--- config.mk ---
export PLATFORM = sky130hd
export DESIGN_NAME = two_wire_display_serial_writer_top_flat
export DESIGN_NICKNAME = d
export VERILOG_FILES = /design/src/tdsw_pkg.sv /design/src/tdsw_if.sv /design/src/tdsw_front.sv /design/src/tdsw_back.sv /design/src/two_wire_display_serial_writer_top.sv /design/src/flat_wrapper.sv
export SDC_FILE = /design/constraint.sdc
export NUM_CORES = 1
export LEC_CHECK = 0
export CORE_MARGIN = 1.5
export CORE_UTILIZATION = 40
export CTS_CLUSTER_DIAMETER = 120
export CTS_CLUSTER_SIZE = 20
export DETAILED_ROUTE_END_ITERATION = 12
export DONT_BUFFER_PORTS = 1
export GPL_TIMING_DRIVEN = 0
export HOLD_SLACK_MARGIN = 0.05
export SYNTH_ARGS = -nofsm -noshare
export SYNTH_HDL_FRONTEND = slang
export SYNTH_SLANG_ARGS = --single-unit
export TNS_END_PERCENT = 50
--- constraint.sdc ---
create_clock -name clk -period 4.8 [get_ports clk]
set_input_delay 0.24 -clock clk [delete_from_list [all_inputs] [get_ports clk]]
set_output_delay 0.24 -clock clk [all_outputs]
set_load 0.005 [all_outputs]
--- src/tdsw_pkg.sv ---
// Shared types, constants and sequencing functions of the two-wire display serial writer.
package tdsw_pkg;

    localparam logic [7:0] CMD_DATA_WRITE = 8'h40;
    localparam logic [7:0] CTRL_RESET     = 8'h8A;

    localparam logic [2:0] HOLD_NONE  = 3'd0;
    localparam logic [2:0] HOLD_SHORT = 3'd2;
    localparam logic [2:0] HOLD_BIT   = 3'd3;
    localparam logic [2:0] HOLD_ACK   = 3'd5;

    typedef enum logic [1:0] {
        FUNC_OPEN       = 2'd0,
        FUNC_DATA       = 2'd1,
        FUNC_DATA_CLOSE = 2'd2,
        FUNC_CLOSE      = 2'd3
    } tdsw_func_t;

    typedef enum logic [2:0] {
        SEG_START    = 3'd0,
        SEG_BYTE0    = 3'd1,
        SEG_BYTE1    = 3'd2,
        SEG_ACK      = 3'd3,
        SEG_STOP     = 3'd4,
        SEG_END_LOW  = 3'd5,
        SEG_END_HIGH = 3'd6
    } tdsw_seg_t;

    // One classified request as it waits in the queue.
    typedef struct packed {
        tdsw_func_t func;
        logic [7:0] byte0;
        logic [7:0] byte1;
    } tdsw_cmd_t;

    // Segment program of each request kind.
    function automatic tdsw_seg_t seg_kind(input tdsw_func_t func, input logic [2:0] idx);
        tdsw_seg_t kind;
        kind = SEG_END_LOW;
        unique case (func)
            FUNC_OPEN:
                unique case (idx)
                    3'd0:    kind = SEG_START;
                    3'd1:    kind = SEG_BYTE0;
                    3'd2:    kind = SEG_ACK;
                    3'd3:    kind = SEG_STOP;
                    3'd4:    kind = SEG_START;
                    3'd5:    kind = SEG_BYTE1;
                    3'd6:    kind = SEG_ACK;
                    default: kind = SEG_END_LOW;
                endcase
            FUNC_DATA:
                unique case (idx)
                    3'd0:    kind = SEG_BYTE0;
                    3'd1:    kind = SEG_ACK;
                    default: kind = SEG_END_LOW;
                endcase
            FUNC_DATA_CLOSE:
                unique case (idx)
                    3'd0:    kind = SEG_BYTE0;
                    3'd1:    kind = SEG_ACK;
                    3'd2:    kind = SEG_STOP;
                    3'd3:    kind = SEG_START;
                    3'd4:    kind = SEG_BYTE1;
                    3'd5:    kind = SEG_ACK;
                    3'd6:    kind = SEG_STOP;
                    default: kind = SEG_END_HIGH;
                endcase
            FUNC_CLOSE:
                unique case (idx)
                    3'd0:    kind = SEG_STOP;
                    3'd1:    kind = SEG_START;
                    3'd2:    kind = SEG_BYTE0;
                    3'd3:    kind = SEG_ACK;
                    3'd4:    kind = SEG_STOP;
                    default: kind = SEG_END_HIGH;
                endcase
        endcase
        return kind;
    endfunction

    // Index of the final pin step within a segment.
    function automatic logic [3:0] seg_last(input tdsw_seg_t kind);
        logic [3:0] n;
        unique case (kind)
            SEG_START:    n = 4'd1;
            SEG_BYTE0:    n = 4'd15;
            SEG_BYTE1:    n = 4'd15;
            SEG_ACK:      n = 4'd1;
            SEG_STOP:     n = 4'd2;
            SEG_END_LOW:  n = 4'd0;
            SEG_END_HIGH: n = 4'd0;
            default:      n = 4'd0;
        endcase
        return n;
    endfunction

endpackage

--- src/tdsw_if.sv ---
// Channel interfaces: request input, pin step output and configuration write.
interface tdsw_req_if;
    logic       valid;
    logic       ready;
    logic [1:0] func;
    logic [7:0] value;
    modport source (output valid, output func, output value, input ready);
    modport sink   (input valid, input func, input value, output ready);
endinterface

interface tdsw_step_if;
    logic       valid;
    logic       ready;
    logic       clk_level;
    logic       dio_level;
    logic [2:0] hold_units;
    logic       last;
    modport source (output valid, output clk_level, output dio_level, output hold_units,
                    output last, input ready);
    modport sink   (input valid, input clk_level, input dio_level, input hold_units,
                    input last, output ready);
endinterface

interface tdsw_cfg_if;
    logic       valid;
    logic       ready;
    logic [7:0] data;
    modport source (output valid, output data, input ready);
    modport sink   (input valid, input data, output ready);
endinterface

--- src/tdsw_front.sv ---
// Front end: control register, request classification and a two-entry command queue.
module tdsw_front (
    input  logic                 clk,
    input  logic                 rst_n,
    tdsw_req_if.sink             req,
    tdsw_cfg_if.sink             cfg,
    output logic                 cmd_valid,
    input  logic                 cmd_ready,
    output tdsw_pkg::tdsw_cmd_t  cmd
);

    logic [7:0]          display_control_reg;
    tdsw_pkg::tdsw_cmd_t entry_reg [2];
    logic                wr_ptr_reg, wr_ptr_next;
    logic                rd_ptr_reg, rd_ptr_next;
    logic [1:0]          count_reg, count_next;
    tdsw_pkg::tdsw_cmd_t new_cmd;
    tdsw_pkg::tdsw_func_t func;
    logic                push, pop;

    assign cfg.ready = 1'b1;

    always_ff @(posedge clk or negedge rst_n)
    begin
        if (!rst_n)
        begin
            display_control_reg <= tdsw_pkg::CTRL_RESET;
        end
        else if (cfg.valid)
        begin
            display_control_reg <= cfg.data;
        end
    end

    // Pick the two bytes that the back end will shift out.
    always_comb
    begin
        func = tdsw_pkg::tdsw_func_t'(req.func);
        new_cmd.func = func;
        unique case (func)
            tdsw_pkg::FUNC_OPEN:
            begin
                new_cmd.byte0 = tdsw_pkg::CMD_DATA_WRITE;
                new_cmd.byte1 = req.value;
            end
            tdsw_pkg::FUNC_DATA, tdsw_pkg::FUNC_DATA_CLOSE:
            begin
                new_cmd.byte0 = req.value;
                new_cmd.byte1 = display_control_reg;
            end
            default:
            begin
                new_cmd.byte0 = display_control_reg;
                new_cmd.byte1 = display_control_reg;
            end
        endcase
    end

    assign req.ready = (count_reg != 2'd2);
    assign push      = req.valid && req.ready;
    assign cmd_valid = (count_reg != 2'd0);
    assign pop       = cmd_valid && cmd_ready;
    assign cmd       = entry_reg[rd_ptr_reg];

    always_comb
    begin
        wr_ptr_next = push ? ~wr_ptr_reg : wr_ptr_reg;
        rd_ptr_next = pop  ? ~rd_ptr_reg : rd_ptr_reg;
        count_next  = count_reg + {1'b0, push} - {1'b0, pop};
    end

    always_ff @(posedge clk or negedge rst_n)
    begin
        if (!rst_n)
        begin
            wr_ptr_reg <= 1'b0;
            rd_ptr_reg <= 1'b0;
            count_reg  <= 2'd0;
        end
        else
        begin
            wr_ptr_reg <= wr_ptr_next;
            rd_ptr_reg <= rd_ptr_next;
            count_reg  <= count_next;
        end
    end

    always_ff @(posedge clk)
    begin
        if (push)
        begin
            entry_reg[wr_ptr_reg] <= new_cmd;
        end
    end

    ap_count_range: assert property (@(posedge clk) disable iff (!rst_n)
        count_reg != 2'd3)
        else $error("queue count out of range");

    ap_full_no_push: assert property (@(posedge clk) disable iff (!rst_n)
        count_reg == 2'd2 && !pop |=> count_reg == 2'd2)
        else $error("full queue changed without a pop");

    ap_pop_moves: assert property (@(posedge clk) disable iff (!rst_n)
        pop |=> rd_ptr_reg != $past(rd_ptr_reg))
        else $error("read pointer did not advance on pop");

endmodule

--- src/tdsw_back.sv ---
// Back end: segment sequencer that turns one command into registered pin steps.
module tdsw_back (
    input  logic                 clk,
    input  logic                 rst_n,
    input  logic                 cmd_valid,
    output logic                 cmd_ready,
    input  tdsw_pkg::tdsw_cmd_t  cmd,
    tdsw_step_if.source          step
);

    tdsw_pkg::tdsw_cmd_t cmd_reg;
    logic                busy_reg, busy_next;
    logic [2:0]          seg_idx_reg, seg_idx_next;
    logic [3:0]          step_reg, step_next;
    logic                data_line_reg, data_line_next;
    logic                out_valid_reg, out_valid_next;
    logic                clk_level_reg, dio_level_reg, last_reg;
    logic [2:0]          hold_units_reg;

    tdsw_pkg::tdsw_seg_t kind;
    logic                seg_done, is_end, advance, load;
    logic [7:0]          cur_byte;
    logic                cur_bit;
    logic                s_clk, s_dio;
    logic [2:0]          s_hold;

    assign kind     = tdsw_pkg::seg_kind(cmd_reg.func, seg_idx_reg);
    assign seg_done = (step_reg == tdsw_pkg::seg_last(kind));
    assign is_end   = (kind == tdsw_pkg::SEG_END_LOW) || (kind == tdsw_pkg::SEG_END_HIGH);
    assign advance  = busy_reg && (!out_valid_reg || step.ready);
    assign cmd_ready = !busy_reg || (advance && is_end);
    assign load     = cmd_valid && cmd_ready;
    assign cur_byte = (kind == tdsw_pkg::SEG_BYTE1) ? cmd_reg.byte1 : cmd_reg.byte0;
    assign cur_bit  = cur_byte[step_reg[3:1]];

    // Levels of the current pin step and the data line it leaves behind.
    always_comb
    begin
        s_clk          = 1'b0;
        s_dio          = data_line_reg;
        s_hold         = tdsw_pkg::HOLD_NONE;
        data_line_next = data_line_reg;
        unique case (kind)
            tdsw_pkg::SEG_START:
            begin
                s_clk  = 1'b1;
                s_dio  = !step_reg[0];
                s_hold = step_reg[0] ? tdsw_pkg::HOLD_NONE : tdsw_pkg::HOLD_SHORT;
                if (step_reg[0])
                begin
                    data_line_next = 1'b0;
                end
            end
            tdsw_pkg::SEG_BYTE0, tdsw_pkg::SEG_BYTE1:
            begin
                s_clk          = step_reg[0];
                s_dio          = cur_bit;
                s_hold         = tdsw_pkg::HOLD_BIT;
                data_line_next = cur_bit;
            end
            tdsw_pkg::SEG_ACK:
            begin
                s_clk  = step_reg[0];
                s_hold = step_reg[0] ? tdsw_pkg::HOLD_SHORT : tdsw_pkg::HOLD_ACK;
            end
            tdsw_pkg::SEG_STOP:
            begin
                s_clk  = (step_reg == 4'd2);
                s_dio  = (step_reg == 4'd0) ? data_line_reg : 1'b0;
                s_hold = tdsw_pkg::HOLD_SHORT;
                if (step_reg == 4'd2)
                begin
                    data_line_next = 1'b1;
                end
            end
            tdsw_pkg::SEG_END_LOW:
            begin
                s_clk = 1'b0;
            end
            tdsw_pkg::SEG_END_HIGH:
            begin
                s_clk          = 1'b1;
                s_dio          = 1'b1;
                data_line_next = 1'b1;
            end
            default:
            begin
                s_clk = 1'b0;
            end
        endcase
    end

    always_comb
    begin
        busy_next      = busy_reg;
        seg_idx_next   = seg_idx_reg;
        step_next      = step_reg;
        out_valid_next = out_valid_reg && !step.ready;
        if (advance)
        begin
            out_valid_next = 1'b1;
            if (is_end)
            begin
                seg_idx_next = 3'd0;
                step_next    = 4'd0;
            end
            else if (seg_done)
            begin
                seg_idx_next = seg_idx_reg + 3'd1;
                step_next    = 4'd0;
            end
            else
            begin
                step_next = step_reg + 4'd1;
            end
        end
        if (cmd_ready)
        begin
            busy_next = cmd_valid;
        end
    end

    always_ff @(posedge clk or negedge rst_n)
    begin
        if (!rst_n)
        begin
            busy_reg      <= 1'b0;
            seg_idx_reg   <= 3'd0;
            step_reg      <= 4'd0;
            data_line_reg <= 1'b1;
            out_valid_reg <= 1'b0;
        end
        else
        begin
            busy_reg      <= busy_next;
            seg_idx_reg   <= seg_idx_next;
            step_reg      <= step_next;
            out_valid_reg <= out_valid_next;
            if (advance)
            begin
                data_line_reg <= data_line_next;
            end
        end
    end

    always_ff @(posedge clk)
    begin
        if (load)
        begin
            cmd_reg <= cmd;
        end
        if (advance)
        begin
            clk_level_reg  <= s_clk;
            dio_level_reg  <= s_dio;
            hold_units_reg <= s_hold;
            last_reg       <= is_end;
        end
    end

    assign step.valid      = out_valid_reg;
    assign step.clk_level  = clk_level_reg;
    assign step.dio_level  = dio_level_reg;
    assign step.hold_units = hold_units_reg;
    assign step.last       = last_reg;

    ap_stall_holds_seq: assert property (@(posedge clk) disable iff (!rst_n)
        busy_reg && out_valid_reg && !step.ready |=> $stable(seg_idx_reg) && $stable(step_reg))
        else $error("sequencer moved while the output stalled");

    ap_step_in_segment: assert property (@(posedge clk) disable iff (!rst_n)
        busy_reg |-> step_reg <= tdsw_pkg::seg_last(kind))
        else $error("step index beyond its segment");

    ap_mid_item_busy: assert property (@(posedge clk) disable iff (!rst_n)
        advance && !is_end |=> busy_reg)
        else $error("sequencer went idle inside an item");

    ap_end_clears: assert property (@(posedge clk) disable iff (!rst_n)
        advance && is_end |=> seg_idx_reg == 3'd0 && step_reg == 4'd0)
        else $error("sequencer not rewound after the final step");

endmodule

--- src/two_wire_display_serial_writer_top.sv ---
// Top level of the two-wire display serial writer: front end, command queue and step sequencer.
// A request accepted into an empty block passes the command queue and the back end's command
// register before its first pin step is registered. The back end's step sequencer sets the
// throughput of one pin step per cycle unless the output stalls, so request length varies by
// kind (data, close, open, data-and-close). Requests are taken while the sequencer works, up
// to two waiting in the command queue. Reset is asynchronous and active low: queue and
// sequencer empty, the data line is idle high and the display control register returns to 0x8A.
module two_wire_display_serial_writer_top (
    input  logic         clk,
    input  logic         rst_n,
    tdsw_req_if.sink     req,
    tdsw_cfg_if.sink     cfg,
    tdsw_step_if.source  step
);

    // Command hand-over between the two halves. The front end owns the display
    // control register and folds it, or the fixed data-command byte, into each
    // queued command, so the back end never looks at configuration.
    logic                cmd_valid;
    logic                cmd_ready;
    tdsw_pkg::tdsw_cmd_t cmd;

    // The front end accepts one request transfer per cycle while its queue has room.
    tdsw_front u_front (
        .clk       (clk),
        .rst_n     (rst_n),
        .req       (req),
        .cfg       (cfg),
        .cmd_valid (cmd_valid),
        .cmd_ready (cmd_ready),
        .cmd       (cmd)
    );

    // The back end walks the segment program of each command (start, byte,
    // acknowledge, stop, end) and emits one registered pin step per cycle while
    // not stalled. It takes the next command in the same cycle as it issues the
    // final step of the current one, so consecutive requests follow without a gap.
    tdsw_back u_back (
        .clk       (clk),
        .rst_n     (rst_n),
        .cmd_valid (cmd_valid),
        .cmd_ready (cmd_ready),
        .cmd       (cmd),
        .step      (step)
    );

endmodule
--- src/flat_wrapper.sv ---
// flat-port wrapper written by rule: the top's interface ports become plain ports
module two_wire_display_serial_writer_top_flat 
  (clk, rst_n, req_valid, req_func, req_value, req_ready, cfg_valid, cfg_data, cfg_ready, step_valid, step_clk_level, step_dio_level, step_hold_units, step_last, step_ready);
  tdsw_req_if req_i ();
  tdsw_cfg_if cfg_i ();
  tdsw_step_if step_i ();
  input  logic clk;
  input  logic rst_n;
  input wire logic [$bits(req_i.valid)-1:0] req_valid;
  input wire logic [$bits(req_i.func)-1:0] req_func;
  input wire logic [$bits(req_i.value)-1:0] req_value;
  output wire logic [$bits(req_i.ready)-1:0] req_ready;
  input wire logic [$bits(cfg_i.valid)-1:0] cfg_valid;
  input wire logic [$bits(cfg_i.data)-1:0] cfg_data;
  output wire logic [$bits(cfg_i.ready)-1:0] cfg_ready;
  output wire logic [$bits(step_i.valid)-1:0] step_valid;
  output wire logic [$bits(step_i.clk_level)-1:0] step_clk_level;
  output wire logic [$bits(step_i.dio_level)-1:0] step_dio_level;
  output wire logic [$bits(step_i.hold_units)-1:0] step_hold_units;
  output wire logic [$bits(step_i.last)-1:0] step_last;
  input wire logic [$bits(step_i.ready)-1:0] step_ready;
  assign req_i.valid = req_valid;
  assign req_i.func = req_func;
  assign req_i.value = req_value;
  assign req_ready = req_i.ready;
  assign cfg_i.valid = cfg_valid;
  assign cfg_i.data = cfg_data;
  assign cfg_ready = cfg_i.ready;
  assign step_valid = step_i.valid;
  assign step_clk_level = step_i.clk_level;
  assign step_dio_level = step_i.dio_level;
  assign step_hold_units = step_i.hold_units;
  assign step_last = step_i.last;
  assign step_i.ready = step_ready;
  two_wire_display_serial_writer_top u_core (.clk(clk), .rst_n(rst_n), .req(req_i), .cfg(cfg_i), .step(step_i));
endmodule
* Word level (Yosys, flattened, before mapping)
Memory sizes are Yosys's and may differ from the RTL's. A register that Yosys moved wholly into a read port is not among the register bits.
Cells that the tools add are included.
W data, S select, Z words.
** Operators by class
- $add $sub $neg :: 4
- Magnitude comparators :: 1
- Eq/ne operators :: 22
- Multiplexer cells :: 26
- Bitwise operators :: 2
- Reduce and logical (&&, ||, !) cells :: 30
** Operator list (count)
- $pmux W3 S4 :: 3
- $pmux W16 S2 :: 1
- $pmux W3 S5 :: 2
- $eq A3 B3 Y1 const B :: 6
- $reduce_or A2 Y1 :: 7
- $eq A3 B2 Y1 const B :: 4
- $pmux W4 S3 :: 1
- $mux W3 :: 3
- $mux W4 :: 2
- $mux W8 :: 1
- $pmux W1 S4 :: 2
- $mux W1 :: 7
- $eq A2 B2 Y1 const B :: 3
- $eq A3 B1 Y1 const B :: 2
- $logic_not A3 Y1 :: 2
- $ne A2 B2 Y1 const B :: 3
- $pmux W3 S2 :: 1
- $logic_and A1 B1 Y1 :: 5
- $add A4 B1 Y4 const B :: 1
- $eq A2 B1 Y1 const B :: 2
- $eq A4 B2 Y1 const B :: 1
- $eq A4 B4 Y1 :: 1
- $logic_not A1 Y1 :: 4
- $logic_not A2 Y1 :: 2
- 15 further kinds :: 19
** Word-level totals
- Flip-flop bits (word level) :: 28
- Memory bits (writable) :: 36
- Bits of input ports :: 23
- Output and inout port bits :: 9
- Memories kept :: 1
** Memory list
- u_core.u_front.entry_reg :: words 2, width 18, rd ports 1, clocked after Yosys merged registers in 1, wr ports 1, RTL line tdsw_front.sv:13 : tdsw_pkg::tdsw_cmd_t entry_reg [2];

* Longest topological paths before layout
Gate-level depths: netlist (run 1).
- Depth in word-level cells :: 10
- Depth in mapped cells :: 14

* Modules after synthesis
From an unflattened synthesis (run 1), not the netlist that was laid out.
** Second synthesis, totals
- Cells, all modules :: 309
- Area total of the unflattened synthesis :: 4101.4 um^2
** By module, submodules not included
- tdsw_back :: times used 1, cells each 180, area an instance 2057.0 um^2, sequential area each 972.2 um^2
- tdsw_front :: times used 1, cells each 129, area an instance 2044.5 um^2, sequential area each 1385.1 um^2

* Least setup slack after synthesis (run 1)
OpenSTA, ideal clock, no wires.
- Path kind :: reg2reg
- Start point :: reg u_core.u_back.seg_idx_reg[0]
- End point :: reg u_core.u_front.count_reg[1]
- Arrival :: 4046 ps
- Required time :: 4720 ps
- Slack :: 674 ps
- Cell stages (with the launch flop) :: 15
- Path buffers :: 0
- Clock period less this slack :: 4126 ps
- Path through :: dfrtp_1 > ha_1 > ha_1 > or3_1 > a311o_1 > nand2_4 > nor2_1 > nor3_2 > nand2_1 > a21oi_1 > ha_1 > inv_1 > ha_1 > xnor2_1 > xnor2_1
** Between the ends
- Longest elaborated chain between the ends :: 10
- Elaborated cells between the ends (all ways) :: 22
** Ends and longest elaborated chain
- from (decl) :: RTL line tdsw_back.sv:13 : logic [2:0] seg_idx_reg, seg_idx_next;
- from (signal assigned) :: RTL line tdsw_back.sv:136 : seg_idx_reg <= seg_idx_next;
- $eq A3 B2 Y1 (tied with other cells) :: RTL line tdsw_pkg.sv:42, tdsw_pkg.sv:59, tdsw_pkg.sv:70
- $reduce_or A2 Y1 (no source line)
- $pmux W3 S5 (tied with other cells) :: RTL line tdsw_pkg.sv:59 : unique case (idx)
- $pmux W3 S4 * :: RTL line tdsw_pkg.sv:40 : unique case (func)
- $eq A3 B3 Y1 :: RTL line tdsw_back.sv:29 : assign is_end = (kind == tdsw_pkg::SEG_END_LOW) || (kind == tdsw_pkg::SEG_END_HIGH);
- $logic_or A1 B1 Y1 * :: RTL line tdsw_back.sv:29
- net u_core.u_back.is_end :: RTL line tdsw_back.sv:21 : logic seg_done, is_end, advance, load;
- $logic_and A1 B1 Y1 * :: RTL line tdsw_back.sv:31 : assign cmd_ready = !busy_reg || (advance && is_end);
- $logic_or A1 B1 Y1 * :: RTL line tdsw_back.sv:31
- $logic_and A1 B1 Y1 *
- net u_core.u_back.load :: RTL line tdsw_back.sv:21
- $sub A2 B1 Y2 * :: RTL line tdsw_front.sv:69 : count_next = count_reg + {1'b0, push} - {1'b0, pop};
- net u_core.u_front.count_next[1] :: RTL line tdsw_front.sv:16 : logic [1:0] count_reg, count_next;
- to (signal assigned) :: RTL line tdsw_front.sv:84 : count_reg <= count_next;
- to (decl) :: RTL line tdsw_front.sv:16
The timed path passes the listed nets; every way through them passes the cells marked *.
A chain may end at the register's enable or synchronous reset.

* Worst setup path in the final report (run 1)
Ends and elaborated chain as after synthesis.

==> impl_metrics.toml, run 1 <==
[power]
p_leak_uw = 0.00162
peakVddDrop_v = 0.000250
pwr_density_cell_nw_per_um2 = 646

[cells_and_area]
finalNonFillerCells = 445
largest_reg_flops = 36
final_cell_area_um2 = 4420
final_core_util_pct = 47.2
syn_to_final_growth_pct = 12.9
fillers = 866
nets = 346
drive_gt1_share_pct = 22.5
final_common_cell = "edfxtp_1"
insertedDiodeCount = 0
final_cell_mix = "edfxtp_1 (60), mux2_2 (29), dfrtp_1 (18)"

[synth]
synth-main-ff-cell = "edfxtp_1"
synth_cells = 287
yosys.area.top_type = "edfxtp_1"
ys_ff_latch = 82
synth_top_area_share_pct = 46.0
synth_edf_count = 60
synth_warnings = 0
synthesis.area_per_instance_um2 = 13.6
ys_types = 57
synth.area.top_cells = "edfxtp_1 (46%), dfrtp_1 (12%), mux2_2 (8.3%), ha_1 (3.8%), a22o_1 (3.6%)"
synthArstFlopShare_pct = 26.8
synth_nets = 322
synth-seq-area-share_pct = 60.2
syn-cell-area_um2 = 3910

[critical_path]
slowest_delay_ns = 0.44
crit_start = "u_core.u_back.seg_idx_reg[0]$_DFFE_PN0P_"
r2r-start = "u_core.u_back.seg_idx_reg[0]$_DFFE_PN0P_"
critPathCaptureType = "flip-flop"
endpoint = "u_core.u_front.count_reg[1]$_DFF_PN0_"
required_ns = 5.07
r2r_slack_ns = 1.22
cp_max_fo = 8
startpoint_type = "flip-flop"
crit_top_cell = "ha_1"
path_cells = "ha_1, ha_1, nor4_1, a211oi_1, or3_1, clkbuf_1, nor3_2, nand2_1, a21oi_2, ha_1, inv_1, ha_1, xnor2_1, xnor2_1"
worst-setup-path-type = "flip-flop to flip-flop"
slowest_stage = "dfrtp_1"
rr_endpoint = "u_core.u_front.count_reg[1]$_DFF_PN0_"
arrival_ns = 3.85
worstRegToRegCells = 14

[grt]
grt_max_degree = 23
antenna_found_initial = 0
grt_first_pass_wirelength_um = 10900
overflow = 0
track_usage_pct = 13.7
grt_pass1_vias = 2349

[clock_network]
clockRootBuffer = "clkbuf_8"
cts_inserted_buffers = 9
tritoncts = "built"
cts_resized = 0
clk_pin_slew_ns = 0.10
clk_path_buf_depth = 2
clk-insertion-delay-late_ns = 0.35
cts_setup_buffers = 0
htree_levels = 3
clock_sinks = 82

[floorplan]
rows = 35
die_area_um2 = 10400
ioPinCount = 32
core_area_um2 = 9370
initial_utilization_pct = 41.8
die_y_um = 102
die_width_um = 102

[timing]
tns_ns = 0
period_minus_slack_ns = 3.58
tightest_slew_ns = 0.901
fin_ws_ns = 1.22
skew_ns = 0.00842
rsz0062_at_grt = "no"
max-slew-margin-rel_pct = 39.8
max_freq_ghz = 0.279
finalSetupViolations = 0
timing.final.crit_share_pct = 74.6
hold_viol = 0
slew_viol_final = 0

[outcome]
run_status = "finished clean"

[place]
gp_congestion = 0.758
io_buffers = 0
dp_hpwl_um = 4550
place_ws_ns = 1.25
placed_cells = 417
place_area_um2 = 4100

[drt]
drt_iter0_markers = 50
routedWlPerCell_um = 14.3
ant_nets = 0
via_per_inst = 5.11
route.detailed.drc = 0
vias = 2275
wirelength_um = 6360
dr.pass1.iters = 4

[job]
max-cap-violations = 0

[worst_hold_path]
hold_class = "input port to flip-flop"
-- per-stage QoR --
stage	power [uW]	hold WS [ns]
global route	3060	0.0872
CTS	2890	0.0903
floorplan	2110	-0.0556
detailed placement	2390	-0.0549
global placement	2330	-0.0549
finish	2860	0.113
-- layout make-up --
class / instances / area, um2 / area share (%)
clock buffer: 9 / 124 / 2.80
clock inverter: 7 / 68.8 / 1.56
timing repair buffer: 13 / 145 / 3.28
multi-input combinational: 178 / 1450 / 32.8
buffer: 15 / 66.3 / 1.50
tap: 129 / 161 / 3.65
sequential: 82 / 2360 / 53.3
inverter: 12 / 45.0 / 1.02
-- cells by family after synthesis --
kind of cell | count (synthesis) | synth area share [%]
adders and majority gates | 12 | 3.84
DFF | 82 | 60.2
AOI/OAI and AO/OA | 61 | 12.7
muxes | 34 | 10.0
other | 1 | 0.0958
xor gates and xnor gates | 4 | 0.895
buffers and inverters | 27 | 2.84
and+or+nand+nor | 66 | 9.40
-- per-layer routing --
metal | vias to the layer above | GRT usage, % | wire, um
li1 | 1139 | - | -
met1 | 1087 | 16.2 | 2880
met2 | 42 | 24.2 | 3170
met3 | 7 | 4.04 | 239
met4 | 0 | 4.11 | 80
met5 | - | 0 | 0
-- where the power goes --
group	switching (uW)	leakage [uW]	internal (uW)
Sequential	88.9	0.000820	1100
Clock	272	0.0000937	204
Combinational	696	0.000703	493
-- how the worst min path moves through the flow --
stage                       startpoint                                                 to  cells past startpoint
after floorplan                  rst_n                 u_core.u_back.busy_reg$_DFFE_PN0N_                      0
after global placement           rst_n  u_core.u_front.display_control_reg[0]$_DFFE_PN0P_                      0
after detailed placement         rst_n  u_core.u_front.display_control_reg[0]$_DFFE_PN0P_                      0
after CTS                 req_value[7]          u_core.u_front.entry_reg[0][15]$_DFFE_PP_                      1
after global routing      req_value[7]          u_core.u_front.entry_reg[0][15]$_DFFE_PP_                      1
final                     req_value[7]          u_core.u_front.entry_reg[0][15]$_DFFE_PP_                      1
-- cells in the mapped netlist, types with 3 or more instances --
| cell | instances |
|---|---|
| xnor2_1 | 3 |
| o21ai_0 | 5 |
| clkbuf_1 | 9 |
| nor2b_1 | 3 |
| nand2_1 | 17 |
| a22o_1 | 16 |
| ha_1 | 12 |
| nand3_1 | 4 |
| nor2_1 | 14 |
| inv_1 | 12 |
| dfrtp_1 | 18 |
| nand2b_1 | 6 |
| a31oi_1 | 3 |
| a21oi_1 | 6 |
| a211oi_1 | 5 |
| mux2i_1 | 4 |
| nor3_1 | 3 |
| or3_1 | 3 |
| mux2_2 | 29 |
| edfxtp_1 | 60 |
| dfstp_2 | 4 |
-- repair_timing --
| action | 4_1_cts | 5_1_grt |
|---|---|---|
| setup endpoints to repair | 0 | 0 |
| endpoints found under the hold margin | 34 | 0 |
| hold buffers | 12 | 0 |
-- critical path, delay by kind of cell, from the launching register on --
| kind | cells | cell delay (ns) |
|---|---|---|
| flops | 1 | 0.44 |
| simple gates | 4 | 1.33 |
| buf+inv | 2 | 0.25 |
| xor+xnor | 2 | 0.26 |
| fa+ha+maj | 4 | 0.86 |
| compound gates | 2 | 0.37 |
No activity file was read; power rests on OpenSTA's default activity.
==> run 2: changes to the inputs <==
- clock period: 4.8 -> 2.9 ns (I/O delays scaled with it)
==> impl_metrics.toml, run 2 (synthesis results as in run 1) <==
[grt]
grt_pass1_vias = 2427
track_usage_pct = 15.1
grt_first_pass_wirelength_um = 12000
antenna_found_initial = 0
overflow = 0
grt_max_degree = 23

[place]
dp_hpwl_um = 4610
gp_congestion = 0.774
placed_cells = 417
place_ws_ns = -0.824
io_buffers = 0

[cells_and_area]
final_common_cell = "edfxtp_1"
multi_input_area_um2 = 1710
largest_reg_flops = 36
syn_to_final_growth_pct = 29.0
insertedDiodeCount = 0
regArea_um2 = 2360
final_cell_mix = "edfxtp_1 (60), mux2_2 (27), buf_4 (26)"
fillers = 816
drive_gt1_share_pct = 36.4
nets = 387
finalNonFillerCells = 486

[timing]
hold_viol = 0
skew_ns = 0.0108
rsz0062_at_grt = "yes"
slew_viol_final = 0
holdWs_ns = 0.0871
max-slew-margin-rel_pct = 25.1
tightest_slew_ns = 1.12
finalSetupViolations = 12
timing.final.crit_share_pct = 105
period_minus_slack_ns = 3.03
max_freq_ghz = 0.330
fin_ws_ns = -0.132
tns_ns = -0.753

[worst_hold_path]
hold_class = "input port to flip-flop"

[clock_network]
clock_sinks = 82
tritoncts = "built"
clk_path_buf_depth = 2
cts_inserted_buffers = 9
htree_levels = 3
clk-insertion-delay-late_ns = 0.34
clockRootBuffer = "clkbuf_8"
clk_pin_slew_ns = 0.09

[critical_path]
endpoint = "u_core.u_front.count_reg[1]$_DFF_PN0_"
critPathCaptureType = "flip-flop"
worst-setup-path-type = "flip-flop to flip-flop"
rr_endpoint = "u_core.u_front.count_reg[1]$_DFF_PN0_"
crit_start = "u_core.u_back.seg_idx_reg[1]$_DFFE_PN0P_"
startpoint_type = "flip-flop"
required_ns = 3.17
arrival_ns = 3.30
r2r-start = "u_core.u_back.seg_idx_reg[1]$_DFFE_PN0P_"
worstRegToRegCells = 16
r2r_slack_ns = -0.13
cp_max_fo = 4

[drt]
ant_nets = 0
dr.pass1.iters = 4
drt_iter0_markers = 75
vias = 2445
wirelength_um = 7460
routedWlPerCell_um = 15.3
route.detailed.drc = 0
via_per_inst = 5.03

[power]
peakVddDrop_v = 0.000430
pwr_density_cell_nw_per_um2 = 1160
p_leak_uw = 0.00188

[floorplan]
rows = 35
die_area_um2 = 10400
initial_utilization_pct = 41.8
ioPinCount = 32
die_width_um = 102
die_y_um = 102
core_area_um2 = 9370

[outcome]
violations = "negative setup slack"
run_status = "finished with violations"

[job]
max-cap-violations = 0
## run 2: cell count changes in the layout (fill, tap and decap cells not counted), sizes merged
cell,previous run,this run
buf,7,38
dlygate4sd3,11,21
clkinv,0,3
clkinvlp,2,0
a21oi,7,8
inv,17,15
## run 2: per-layer routing
metal / GRT usage [%] / vias to the layer above / wire, um
met5: 0 / - / 0
met4: 3.90 / 0 / 45
met3: 4.38 / 4 / 206
met2: 26.7 / 45 / 3910
met1: 18.1 / 1177 / 3290
li1: - / 1219 / -
## run 2: worst min-delay path by stage
stage | endpoint | cells past startpoint | slack (ns) | from
after detailed placement | u_core.u_front.display_control_reg[0]$_DFFE_PN0P_ | 0 | -0.15 | rst_n
after global routing | u_core.u_front.entry_reg[1][0]$_DFFE_PP_ | 1 | 0.05 | req_value[0]
final | u_core.u_front.entry_reg[1][0]$_DFFE_PP_ | 1 | 0.09 | req_value[0]
after CTS | u_core.u_front.entry_reg[1][0]$_DFFE_PP_ | 1 | 0.05 | req_value[0]
after global placement | u_core.u_front.display_control_reg[0]$_DFFE_PN0P_ | 0 | -0.15 | rst_n
after floorplan | u_core.u_back.busy_reg$_DFFE_PN0N_ | 0 | -0.15 | rst_n
## run 2: report_power, final
| part | switching [uW] | leakage [uW] | total [uW] | internal (uW) |
|---|---|---|---|---|
| clock | 424 | 0.0000989 | 770 | 345 |
| sequential | 162 | 0.000818 | 1990 | 1830 |
| combinational | 1560 | 0.000962 | 3100 | 1530 |
| total | 2150 | 0.00188 | 5850 | 3700 |
## run 2: area by class of cell
| cell class | instances | area share, % |
|---|---|---|
| plain buffers | 15 | 1.46 |
| clock buffers | 10 | 2.73 |
| clock inverters | 6 | 0.942 |
| inverters | 12 | 0.892 |
| multi-input cells | 179 | 33.9 |
| flip-flops and latches | 82 | 46.7 |
| well taps | 129 | 3.20 |
| repair buffers | 53 | 10.2 |
## run 2: worst max-delay path, cell delays in order (launching register included)
cell	delay [ns]
dfrtp_2	0.45
ha_4	0.18
ha_4	0.17
buf_12	0.12
and3_2	0.18
a211oi_4	0.27
nand2_4	0.09
buf_12	0.14
and2_4	0.17
nor3_4	0.25
nand2_4	0.10
a21oi_4	0.18
ha_4	0.23
inv_2	0.06
ha_4	0.13
xnor2_2	0.11
xnor2_1	0.13
## run 2: per-stage QoR
| step | area (um2) | util [%] | total power, uW |
|---|---|---|---|
| final | 5050 | 53.9 | 5850 |
| after global routing | 5050 | 53.9 | 6250 |
| after global placement | 4140 | 44.2 | 3980 |
| after CTS | 4770 | 50.9 | 5230 |
| after detailed placement | 4160 | 44.4 | 4060 |
| after floorplan | 3980 | - | 3590 |
## run 2: timing repair
action                     4_1_cts  5_1_grt
buffers inserted                15       16
hold endpoints to repair        62        0
hold buffers                    21        0
setup endpoints to repair       25       29
resized for setup               15       33
pin swaps                       11       18
gates cloned                     1        0
